`config.mk`:
```
export PLATFORM = sky130hd
export DESIGN_NAME = ring_buffer_deque
export DESIGN_NICKNAME = d
export VERILOG_FILES = /design/src/rtl/rdq_pkg.sv /design/src/rtl/ring_buffer_deque.sv /design/src/rtl/rdq_cell.sv
export SDC_FILE = /design/constraint.sdc
export NUM_CORES = 1
export LEC_CHECK = 0
export CORE_MARGIN = 4
export CORE_UTILIZATION = 40
export CTS_CLUSTER_SIZE = 24
export DETAILED_ROUTE_END_ITERATION = 8
export DONT_BUFFER_PORTS = 1
export PLACE_DENSITY_LB_ADDON = 0.12
export SKIP_LAST_GASP = 1
export SYNTH_ARGS = -nofsm -noshare
export SYNTH_HDL_FRONTEND = slang
export SYNTH_SLANG_ARGS = --single-unit
```
`constraint.sdc`:
```
create_clock -name clk -period 12.3 [get_ports clk]
set_input_delay 1.23 -clock clk [delete_from_list [all_inputs] [get_ports clk]]
set_output_delay 1.23 -clock clk [all_outputs]
set_load 0.01 [all_outputs]
```
`src/rtl/rdq_pkg.sv`:
```
// Package for the ring buffer deque: opcodes, status codes, field widths
// and the command bundle that the top level sends to every storage cell.
// No dependencies.
package rdq_pkg;

  localparam int DATA_W = 32;
  localparam int OP_W   = 3;
  localparam int ST_W   = 2;
  localparam int CNT_W  = 5;
  localparam int CNT_MAX = 16;

  localparam logic [OP_W-1:0] OP_PUSH_FRONT = 3'd0;
  localparam logic [OP_W-1:0] OP_PUSH_BACK  = 3'd1;
  localparam logic [OP_W-1:0] OP_POP_FRONT  = 3'd2;
  localparam logic [OP_W-1:0] OP_POP_BACK   = 3'd3;

  localparam logic [ST_W-1:0] ST_OK    = 2'd0;
  localparam logic [ST_W-1:0] ST_UNDER = 2'd1;
  localparam logic [ST_W-1:0] ST_OVER  = 2'd2;

  localparam logic signed [DATA_W-1:0] NONE_VALUE = -32'sd1;

  typedef struct packed {
    logic put_front;
    logic put_back;
    logic take_front;
    logic take_back;
    logic clear;
  } cell_cmd_t;

endpackage

```
`src/rtl/ring_buffer_deque.sv`:
```
// Top level of the ring buffer deque: command decode, element count,
// result stages and the chain of rdq_cell storage cells.
// Depends on rdq_pkg and rdq_cell.

// The deque is kept as a row of DEPTH cells with the front element always in
// the first cell; pushes and pops at the front shift the whole row by one
// cell, while a push at the back fills the cell after the last occupied one
// and a pop at the back clears the last occupied one. One operation is
// accepted per cycle as long as results are taken; each result passes the
// pending stage and the output register: the cells update at the transfer
// edge and the front and back values are read from them into the output
// register as the pending result moves on. The back-element selection across
// the cells sets the clock. A capacity write empties the deque; it is taken
// only with no result in the first stage; the input is held off in its cycle.
module ring_buffer_deque
  import rdq_pkg::*;
#(
  parameter int DEPTH = 16
) (
  input  logic                     clk,
  input  logic                     rst_n,
  input  logic                     in_valid,
  output logic                     in_stall,
  input  logic [OP_W-1:0]          in_opcode,
  input  logic signed [DATA_W-1:0] in_value,
  output logic                     out_valid,
  input  logic                     out_stall,
  output logic signed [DATA_W-1:0] out_popped_value,
  output logic [ST_W-1:0]          out_status,
  output logic signed [DATA_W-1:0] out_front_value,
  output logic signed [DATA_W-1:0] out_back_value,
  output logic                     out_is_empty,
  output logic                     out_is_full,
  output logic [CNT_W-1:0]         out_element_count,
  input  logic                     cfg_valid,
  output logic                     cfg_ready,
  input  logic [CNT_W-1:0]         cfg_capacity
);

  localparam int IDX_W   = (DEPTH > 1) ? $clog2(DEPTH) : 1;
  localparam int EXT_W   = (IDX_W > CNT_W) ? IDX_W : CNT_W;
  localparam int CAP_TOP = (1 << CNT_W) - 1;
  localparam int CAP_MAX = (DEPTH < CAP_TOP) ? DEPTH : CAP_TOP;

  logic signed [DATA_W-1:0] cell_data [DEPTH];
  logic [DEPTH-1:0]         cell_occ;
  cell_cmd_t                cmd;

  logic [CNT_W-1:0] cap_r;
  logic [CNT_W-1:0] cap_used;
  logic [CNT_W-1:0] cnt_r;
  logic [CNT_W-1:0] cnt_nxt;
  logic [EXT_W-1:0] back_ext;
  logic [IDX_W-1:0] back_idx;
  logic signed [DATA_W-1:0] back_data;

  logic in_acc;
  logic cfg_wr;
  logic is_push;
  logic is_pop;
  logic full;
  logic empty;

  logic                     pend_valid_r;
  logic                     pend_valid_nxt;
  logic signed [DATA_W-1:0] pend_popped_r;
  logic signed [DATA_W-1:0] pend_popped_nxt;
  logic [ST_W-1:0]          pend_status_r;
  logic [ST_W-1:0]          pend_status_nxt;

  logic out_load;
  logic out_valid_r;
  logic out_valid_nxt;
  logic signed [DATA_W-1:0] out_popped_r;
  logic [ST_W-1:0]          out_status_r;
  logic signed [DATA_W-1:0] out_front_r;
  logic signed [DATA_W-1:0] out_back_r;
  logic                     out_empty_r;
  logic                     out_full_r;
  logic [CNT_W-1:0]         out_count_r;

  always_comb begin
    if (cap_r == '0) begin
      cap_used = CNT_W'(1);
    end else if (cap_r > CNT_W'(CAP_MAX)) begin
      cap_used = CNT_W'(CAP_MAX);
    end else begin
      cap_used = cap_r;
    end
  end

  assign back_ext  = EXT_W'(cnt_r) - EXT_W'(1);
  assign back_idx  = back_ext[IDX_W-1:0];
  assign back_data = cell_data[back_idx];

  assign out_load  = pend_valid_r && (!out_valid_r || !out_stall);
  assign cfg_ready = !pend_valid_r;
  assign cfg_wr    = cfg_valid && cfg_ready;
  assign in_stall  = (pend_valid_r && !out_load) || cfg_wr;
  assign in_acc    = in_valid && !in_stall;

  assign is_push = (in_opcode == OP_PUSH_FRONT) || (in_opcode == OP_PUSH_BACK);
  assign is_pop  = (in_opcode == OP_POP_FRONT) || (in_opcode == OP_POP_BACK);
  assign full    = cnt_r >= cap_used;
  assign empty   = cnt_r == '0;

  always_comb begin
    cmd            = '0;
    cmd.clear      = cfg_wr;
    cmd.put_front  = in_acc && (in_opcode == OP_PUSH_FRONT) && !full;
    cmd.put_back   = in_acc && (in_opcode == OP_PUSH_BACK) && !full;
    cmd.take_front = in_acc && (in_opcode == OP_POP_FRONT) && !empty;
    cmd.take_back  = in_acc && (in_opcode == OP_POP_BACK) && !empty;
  end

  always_comb begin
    cnt_nxt = cnt_r;
    if (cfg_wr) begin
      cnt_nxt = '0;
    end else if (cmd.put_front || cmd.put_back) begin
      cnt_nxt = cnt_r + CNT_W'(1);
    end else if (cmd.take_front || cmd.take_back) begin
      cnt_nxt = cnt_r - CNT_W'(1);
    end
  end

  always_comb begin
    pend_status_nxt = ST_OK;
    if (is_push && full) begin
      pend_status_nxt = ST_OVER;
    end else if (is_pop && empty) begin
      pend_status_nxt = ST_UNDER;
    end
    if (cmd.take_front) begin
      pend_popped_nxt = cell_data[0];
    end else if (cmd.take_back) begin
      pend_popped_nxt = back_data;
    end else begin
      pend_popped_nxt = NONE_VALUE;
    end
    if (in_acc) begin
      pend_valid_nxt = 1'b1;
    end else if (out_load) begin
      pend_valid_nxt = 1'b0;
    end else begin
      pend_valid_nxt = pend_valid_r;
    end
    if (out_load) begin
      out_valid_nxt = 1'b1;
    end else if (!out_stall) begin
      out_valid_nxt = 1'b0;
    end else begin
      out_valid_nxt = out_valid_r;
    end
  end

  always_ff @(posedge clk) begin
    if (!rst_n) begin
      cap_r        <= CNT_W'(CNT_MAX);
      cnt_r        <= '0;
      pend_valid_r <= 1'b0;
      out_valid_r  <= 1'b0;
    end else begin
      if (cfg_wr) begin
        cap_r <= cfg_capacity;
      end
      cnt_r        <= cnt_nxt;
      pend_valid_r <= pend_valid_nxt;
      out_valid_r  <= out_valid_nxt;
    end
  end

  always_ff @(posedge clk) begin
    if (in_acc) begin
      pend_popped_r <= pend_popped_nxt;
      pend_status_r <= pend_status_nxt;
    end
    if (out_load) begin
      out_popped_r <= pend_popped_r;
      out_status_r <= pend_status_r;
      out_front_r  <= empty ? NONE_VALUE : cell_data[0];
      out_back_r   <= empty ? NONE_VALUE : back_data;
      out_empty_r  <= empty;
      out_full_r   <= cnt_r == cap_used;
      out_count_r  <= cnt_r;
    end
  end

  for (genvar i = 0; i < DEPTH; i++) begin : g_cell
    logic signed [DATA_W-1:0] prev_data;
    logic                     prev_occ;
    logic signed [DATA_W-1:0] next_data;
    logic                     next_occ;

    if (i == 0) begin : g_first
      assign prev_data = in_value;
      assign prev_occ  = 1'b1;
    end else begin : g_mid
      assign prev_data = cell_data[i-1];
      assign prev_occ  = cell_occ[i-1];
    end

    if (i == DEPTH - 1) begin : g_last
      assign next_data = cell_data[i];
      assign next_occ  = 1'b0;
    end else begin : g_inner
      assign next_data = cell_data[i+1];
      assign next_occ  = cell_occ[i+1];
    end

    rdq_cell u_cell (
      .clk       (clk),
      .rst_n     (rst_n),
      .cmd       (cmd),
      .in_value  (in_value),
      .prev_data (prev_data),
      .prev_occ  (prev_occ),
      .next_data (next_data),
      .next_occ  (next_occ),
      .data      (cell_data[i]),
      .occ       (cell_occ[i])
    );
  end

  assign out_valid         = out_valid_r;
  assign out_popped_value  = out_popped_r;
  assign out_status        = out_status_r;
  assign out_front_value   = out_front_r;
  assign out_back_value    = out_back_r;
  assign out_is_empty      = out_empty_r;
  assign out_is_full       = out_full_r;
  assign out_element_count = out_count_r;

`ifndef SYNTH
  a_count_in_range: assert property (@(posedge clk) disable iff (!rst_n)
    cnt_r <= cap_used)
    else $error("element count exceeds the capacity in use");

  a_occ_matches_count: assert property (@(posedge clk) disable iff (!rst_n)
    $countones(cell_occ) == 32'(cnt_r))
    else $error("occupied cells disagree with the element count");

  a_push_grows: assert property (@(posedge clk) disable iff (!rst_n)
    (cmd.put_front || cmd.put_back) && !cfg_wr |=> cnt_r == $past(cnt_r) + CNT_W'(1))
    else $error("accepted push did not add one element");

  a_stall_only_when_pending: assert property (@(posedge clk) disable iff (!rst_n)
    in_stall |-> (pend_valid_r && out_valid_r && out_stall) || cfg_wr)
    else $error("input stalled without a blocked result");
`endif

endmodule

```
`src/rtl/rdq_cell.sv`:
```
// One storage cell of the deque chain: a data word and an occupied flag.
// Depends on rdq_pkg for the command bundle and the data width.
module rdq_cell
  import rdq_pkg::*;
(
  input  logic                     clk,
  input  logic                     rst_n,
  input  cell_cmd_t                cmd,
  input  logic signed [DATA_W-1:0] in_value,
  input  logic signed [DATA_W-1:0] prev_data,
  input  logic                     prev_occ,
  input  logic signed [DATA_W-1:0] next_data,
  input  logic                     next_occ,
  output logic signed [DATA_W-1:0] data,
  output logic                     occ
);

  logic signed [DATA_W-1:0] data_r;
  logic signed [DATA_W-1:0] data_nxt;
  logic                     occ_r;
  logic                     occ_nxt;

  always_comb begin
    data_nxt = data_r;
    occ_nxt  = occ_r;
    if (cmd.clear) begin
      occ_nxt = 1'b0;
    end else if (cmd.put_front) begin
      data_nxt = prev_data;
      occ_nxt  = prev_occ;
    end else if (cmd.put_back) begin
      if (!occ_r && prev_occ) begin
        data_nxt = in_value;
      end
      occ_nxt = occ_r | prev_occ;
    end else if (cmd.take_front) begin
      data_nxt = next_data;
      occ_nxt  = next_occ;
    end else if (cmd.take_back) begin
      occ_nxt = occ_r & next_occ;
    end
  end

  always_ff @(posedge clk) begin
    if (!rst_n) begin
      occ_r <= 1'b0;
    end else begin
      occ_r <= occ_nxt;
    end
  end

  always_ff @(posedge clk) begin
    data_r <= data_nxt;
  end

  assign data = data_r;
  assign occ  = occ_r;

endmodule

```
[Word-level counts from Yosys, hierarchy flattened]
Index checks and enable logic that the tools add are counted.
Operators by class
  eq/ne operators: 20
  mux-type cells: 141
  bitwise operators: 33
  $add $sub $neg: 2
  $lt $le $gt $ge: 3
  reductions and logical operators: 83
Operators with widths (count)
  2-to-1 mux 32 bit: 67
  binary-select mux 32 bit (select 4 bit): 1
  2-to-1 mux 1 bit: 69
  AND reduction 3 bit: 16
  inequality test 3 x 1 -> 1 bit (second input constant): 14
  logical AND 1 bit: 29
  zero test 1 bit: 22
  2-to-1 mux 5 bit: 4
  bitwise AND 1 bit: 15
  bitwise OR 1 bit: 15
  zero test 5 bit: 2
  nonzero test 2 bit: 4
  equality test 3 x 2 -> 1 bit (second input constant): 2
  logical OR 1 bit: 6
  adder 5 x 1 -> 5 bit (second input constant): 1
  equality test 5 bit: 1
  greater-or-equal comparator 5 bit: 1
  greater-or-equal comparator 5 bit (second input constant): 1
  > comparator 5 bit (second input constant): 1
  NOT 4 -> 5 bit: 1
  subtractor 5 x 1 -> 5 bit (second input constant): 1
  nonzero test 4 bit: 1
  equality test 3 x 1 -> 1 bit (second input constant): 1
  zero test 3 bit: 1
  other kinds (5): 6
Storage, ports and cells
  register bits after elaboration: 679
  word-level logic and storage cells: 327
  input port bits: 45
  output and inout port bits: 108

[Longest topological paths before layout]
  depth after elaboration: 14
  depth in mapped cells: 13
  mapped depth without buffers: 9

[Cells and area by module]
A second synthesis with hierarchy kept.
Unflattened totals
  cells, all modules: 3077
  area, all modules: 38209.1 µm²
By module, submodules not included
  rdq_cell: times used 16, cells each 151, area an instance 1750.4 µm², seq. area each 980.9 µm²
  ring_buffer_deque: times used 1, cells each 661, area an instance 10202.3 µm², seq. area each 4414.2 µm²

[Least setup slack after synthesis]
OpenSTA, ideal clock, no wires.
  path kind: input -> register
  start point: in out_stall
  end point: reg out_back_r[0] (netlist: out_back_value[0]) (enable)
  data required time: 11.696 ns
  path slack: 5.380 ns
  library setup time: 0.604 ns
  buffers on the path: 0
  arrival time: 6.316 ns
  stages: 1
  path through: a21oi_1
Between the ends
  cells in the longest elaborated chain, start to end: 3
Ends and longest elaborated chain
  from (decl): line ring_buffer_deque.sv:27  | input logic out_stall,
  zero test 1 bit
  logical OR 1 bit: line ring_buffer_deque.sv:96  | assign out_load = pend_valid_r && (!out_valid_r || !out_stall);
  logical AND 1 bit: line ring_buffer_deque.sv:96
  to (signal assigned): line ring_buffer_deque.sv:182  | out_back_r <= empty ? NONE_VALUE : back_data;
  to (decl): line ring_buffer_deque.sv:77  | logic signed [DATA_W-1:0] out_back_r;
Every way passes these cells.
A chain may end at the register's enable or synchronous reset.

[Worst setup path in the final report]
  start point: reg cnt_r[0]
  end point: reg g_cell[1].u_cell.data_r[17] (data pin)
Between the ends
  cells in the longest elaborated chain, start to end: 5
  elaborated cells on any way between the ends: 6
  classes of those cells: order compare: 1; mux: 2; reduce/logical: 3
Ends and longest elaborated chain
  from (decl): line ring_buffer_deque.sv:51  | logic [CNT_W-1:0] cnt_r;
  from (signal assigned): line ring_buffer_deque.sv:167  | cnt_r <= cnt_nxt;
  greater-or-equal comparator 5 bit (*): line ring_buffer_deque.sv:104  | assign full = cnt_r >= cap_used;
  zero test 1 bit (*): line ring_buffer_deque.sv:110, ring_buffer_deque.sv:111
  logical AND 1 bit: line ring_buffer_deque.sv:111  | cmd.put_back = in_acc && (in_opcode == OP_PUSH_BACK) && !full;
  2-to-1 mux 32 bit: line rdq_cell.sv:31  | end else if (cmd.put_back) begin
  2-to-1 mux 32 bit (*): line rdq_cell.sv:28  | end else if (cmd.put_front) begin
  to (signal assigned): line rdq_cell.sv:53  | data_r <= data_nxt;
  to (decl): line rdq_cell.sv:18  | logic signed [DATA_W-1:0] data_r;
Every way passes the cells marked *; elsewhere a longest branch is shown, timed or not.

==> flow_summary.json <==
{
  "grt_util_all_layers_pct": 21.1,
  "final_hold_viol_count": 0,
  "cts-resized-gates": 0,
  "grt_pass1_vias": 22400,
  "yosys-top-cells-area": "edfxtp_1 57%, mux4_2 8.4%, a21oi_1 7.0%",
  "tritoncts": "done",
  "finClkSkew_ns": 0.0273,
  "max-vdd-ir-drop_mv": 0.103,
  "synth_largest_area_cell": "edfxtp_1",
  "rows": 107,
  "drv_slew": 0,
  "grt_pass1_wl_um": 145000,
  "fin_ws_ns": 6.95,
  "worst_setup_path_start_kind": "flop",
  "cts_setup_buffers": 0,
  "diodes": 0,
  "worstSetupEndpointType": "flop",
  "syn_area_um2": 34300,
  "die_h_um": 301,
  "numCtsBuffers": 76,
  "setup_violations": 0,
  "criticalPathCategory": "reg2reg",
  "drive_above_1_share_pct": 13.5,
  "timing.final.crit_share_pct": 43.5,
  "hold_path.class": "reg2reg",
  "cts_sinks": 679,
  "wl_per_cell_um": 23.9,
  "postCtsHoldBufs": 0,
  "synth-seq-cells": 679,
  "period_needed_ns": 5.35,
  "drt_wl_total_um": 96700,
  "clkTransAtPathRegs_ns": 0.06,
  "synth_fp_nets": 3048,
  "htreeDepth": 3,
  "synth_top_family_by_area": "compound AO/OA/AOI/OAI gates",
  "syn_to_final_growth_pct": 9.44,
  "post-place-ws_ns": 6.69,
  "die_w_um": 301,
  "finalPower_mw": 5.25,
  "max_slew.worst_pin.slew_ns": 1.19,
  "grt_max_degree": 255,
  "antenna_found_initial": 2,
  "postSynth.asyncResetShare_pct": 0,
  "synthAdderAreaFrac_pct": 0.292,
  "tns_ns": 0,
  "max-cap-violations": 0,
  "dpl.hpwl_um": 56900,
  "grt.overflow.total": 0,
  "ioPinCount": 153,
  "drt_iter0_markers": 2617,
  "syn_inst": 2995,
  "slew_headroom_pct": 21.0,
  "crit_arrival_ns": 5.68,
  "ys_dominant_reg_cell": "edfxtp_1",
  "ant_nets": 0,
  "status": "completed",
  "yosysMostFrequentCell": "edfxtp_1",
  "cts_buffer_depth": 3,
  "multi_input_area_um2": 13100,
  "portBuffers": 0,
  "synth-compound-area-share_pct": 15.5,
  "yosysWarningCount": 0,
  "clock_latency_ns": 0.63,
  "rsz0062_at_grt": "no",
  "fill_cells": 7908,
  "synth_commonest_cells": "651 x edfxtp_1, 632 x nand2_1, 479 x a21oi_1, 467 x o21ai_0, 156 x clkbuf_1",
  "synth.avg_cell_area_um2": 11.4,
  "leakagePower_nw": 12.2,
  "path_max_fanout": 123,
  "synth_edf_count": 651,
  "fin_util_pct": 44.1,
  "synth_cell_type_count": 50,
  "synth-simple-area-share_pct": 9.19,
  "required_ns": 12.63,
  "initial_core_util_pct": 40.3,
  "via_count": 23700,
  "core_area_um2": 85100,
  "synthMuxAreaShare_pct": 12.5,
  "fp.dieArea_um2": 90400,
  "clock.fmax_mhz": 187,
  "nNetsFinal": 2901,
  "p_per_area_nw_per_um2": 140,
  "regArea_um2": 20100,
  "yosys.area.top_type_share_pct": 57.0,
  "vias_per_cell": 5.84,
  "globalplace.congestion": 0.781,
  "drc_errors": 0,
  "drt_pre_antenna_iters": 6,
  "synthXorXnorAreaFrac_pct": 0.106,
  "root_buffer": "clkbuf_16",
  "ys_seq_area_share_pct": 58.7
}
[flip-flops by register name, summed over array words and instances, names as in the netlist]
| register | flops |
|---|---|
| g_cell.u_cell.occ | 16 |
| pend_status_r | 2 |
| pend_valid_r | 1 |
| out_valid | 1 |
| pend_popped_r | 32 |
| out_status | 2 |
| out_element_count | 5 |
| out_popped_value | 32 |
| out_back_value | 32 |
| cnt_r | 5 |
| cap_r | 5 |
| out_is_full | 1 |
| out_front_value | 32 |
| out_is_empty | 1 |
| g_cell.u_cell.data | 512 |
[critical path, cell delays in order, from the launching register on]
cell and delay, ns:
dfxtp_4 0.59, inv_1 0.23, ha_1 0.24, nand2b_1 0.14, a211o_1 0.36, nand4_4 0.55, buf_4 0.77, buf_4 0.85
buf_4 0.87, o21ai_0 0.23
[cells in the final DEF (no fill, tap or decap), types with 4 or more instances in the layout]
cell type,instances
edfxtp_1,651
nand2_1,632
o21ai_0,467
a21oi_1,462
mux4_2,128
clkbuf_16,78
mux2i_1,67
mux2_2,64
nand2b_1,49
buf_4,40
o211ai_1,34
and2_0,32
dfxtp_1,27
a21oi_4,17
clkinv_1,14
clkinv_2,13
a211oi_1,10
inv_1,9
clkbuf_1,9
nand3_1,8
bufinv_16,8
nor3_1,7
ha_1,7
clkinvlp_4,7
nor2_1,6
a21boi_0,5
o22ai_1,5
inv_6,5
o31ai_1,4
a221oi_2,4
[cells by family (layout without fill, tap and decap cells)]
group	count (synthesis)	count (layout)
mux	259	259
fa+ha+maj	8	8
simple gates	752	752
buf+inv	279	192
flops	679	679
xor+xnor	2	2
compound gates	1016	1016
[power by group]
part           internal (mW)  switching (mW)
clock network           1.33           0.963
registers               2.58          0.0384
logic                  0.105           0.222
total                   4.02            1.22
[stage by stage]
step	hold WS [ns]	instances	cell area [um2]
4_1_cts	0.423	4052	37500
2_1_floorplan	0.400	2995	34300
6_report	0.420	4052	37500
5_1_grt	0.428	4052	37500
3_5_place_dp	0.406	3914	35000
3_3_place_gp	0.407	3914	35000
[final cells by class]
cell class | count | share of cell area (%)
sequential | 679 | 53.6
multi-input combinational | 2037 | 34.9
clock buffer | 87 | 5.29
tap | 1144 | 3.82
clock inverter | 51 | 1.32
timing repair buffer | 42 | 0.907
inverter | 12 | 0.147
[path summary, 6_finish.rpt]
kind,from,endpoint,slack [ns],cells after the start
setup reg to reg,cnt_r[0],g_cell[1].u_cell.data[17],6.95,9
setup / recovery,cnt_r[0],g_cell[1].u_cell.data[17],6.95,9
hold / removal,pend_popped_r[21],out_popped_value[21],0.42,0
hold reg to reg,pend_popped_r[21],out_popped_value[21],0.42,0
[layer usage]
layer,wire length [um],up-vias,GRT usage (%)
met2,42900,959,31.9
li1,-,10900,-
met3,7550,174,4.33
met5,16,-,0
met1,43900,11700,31.1
met4,2370,2,5.90
No activity file was read; power rests on OpenSTA's default activity.
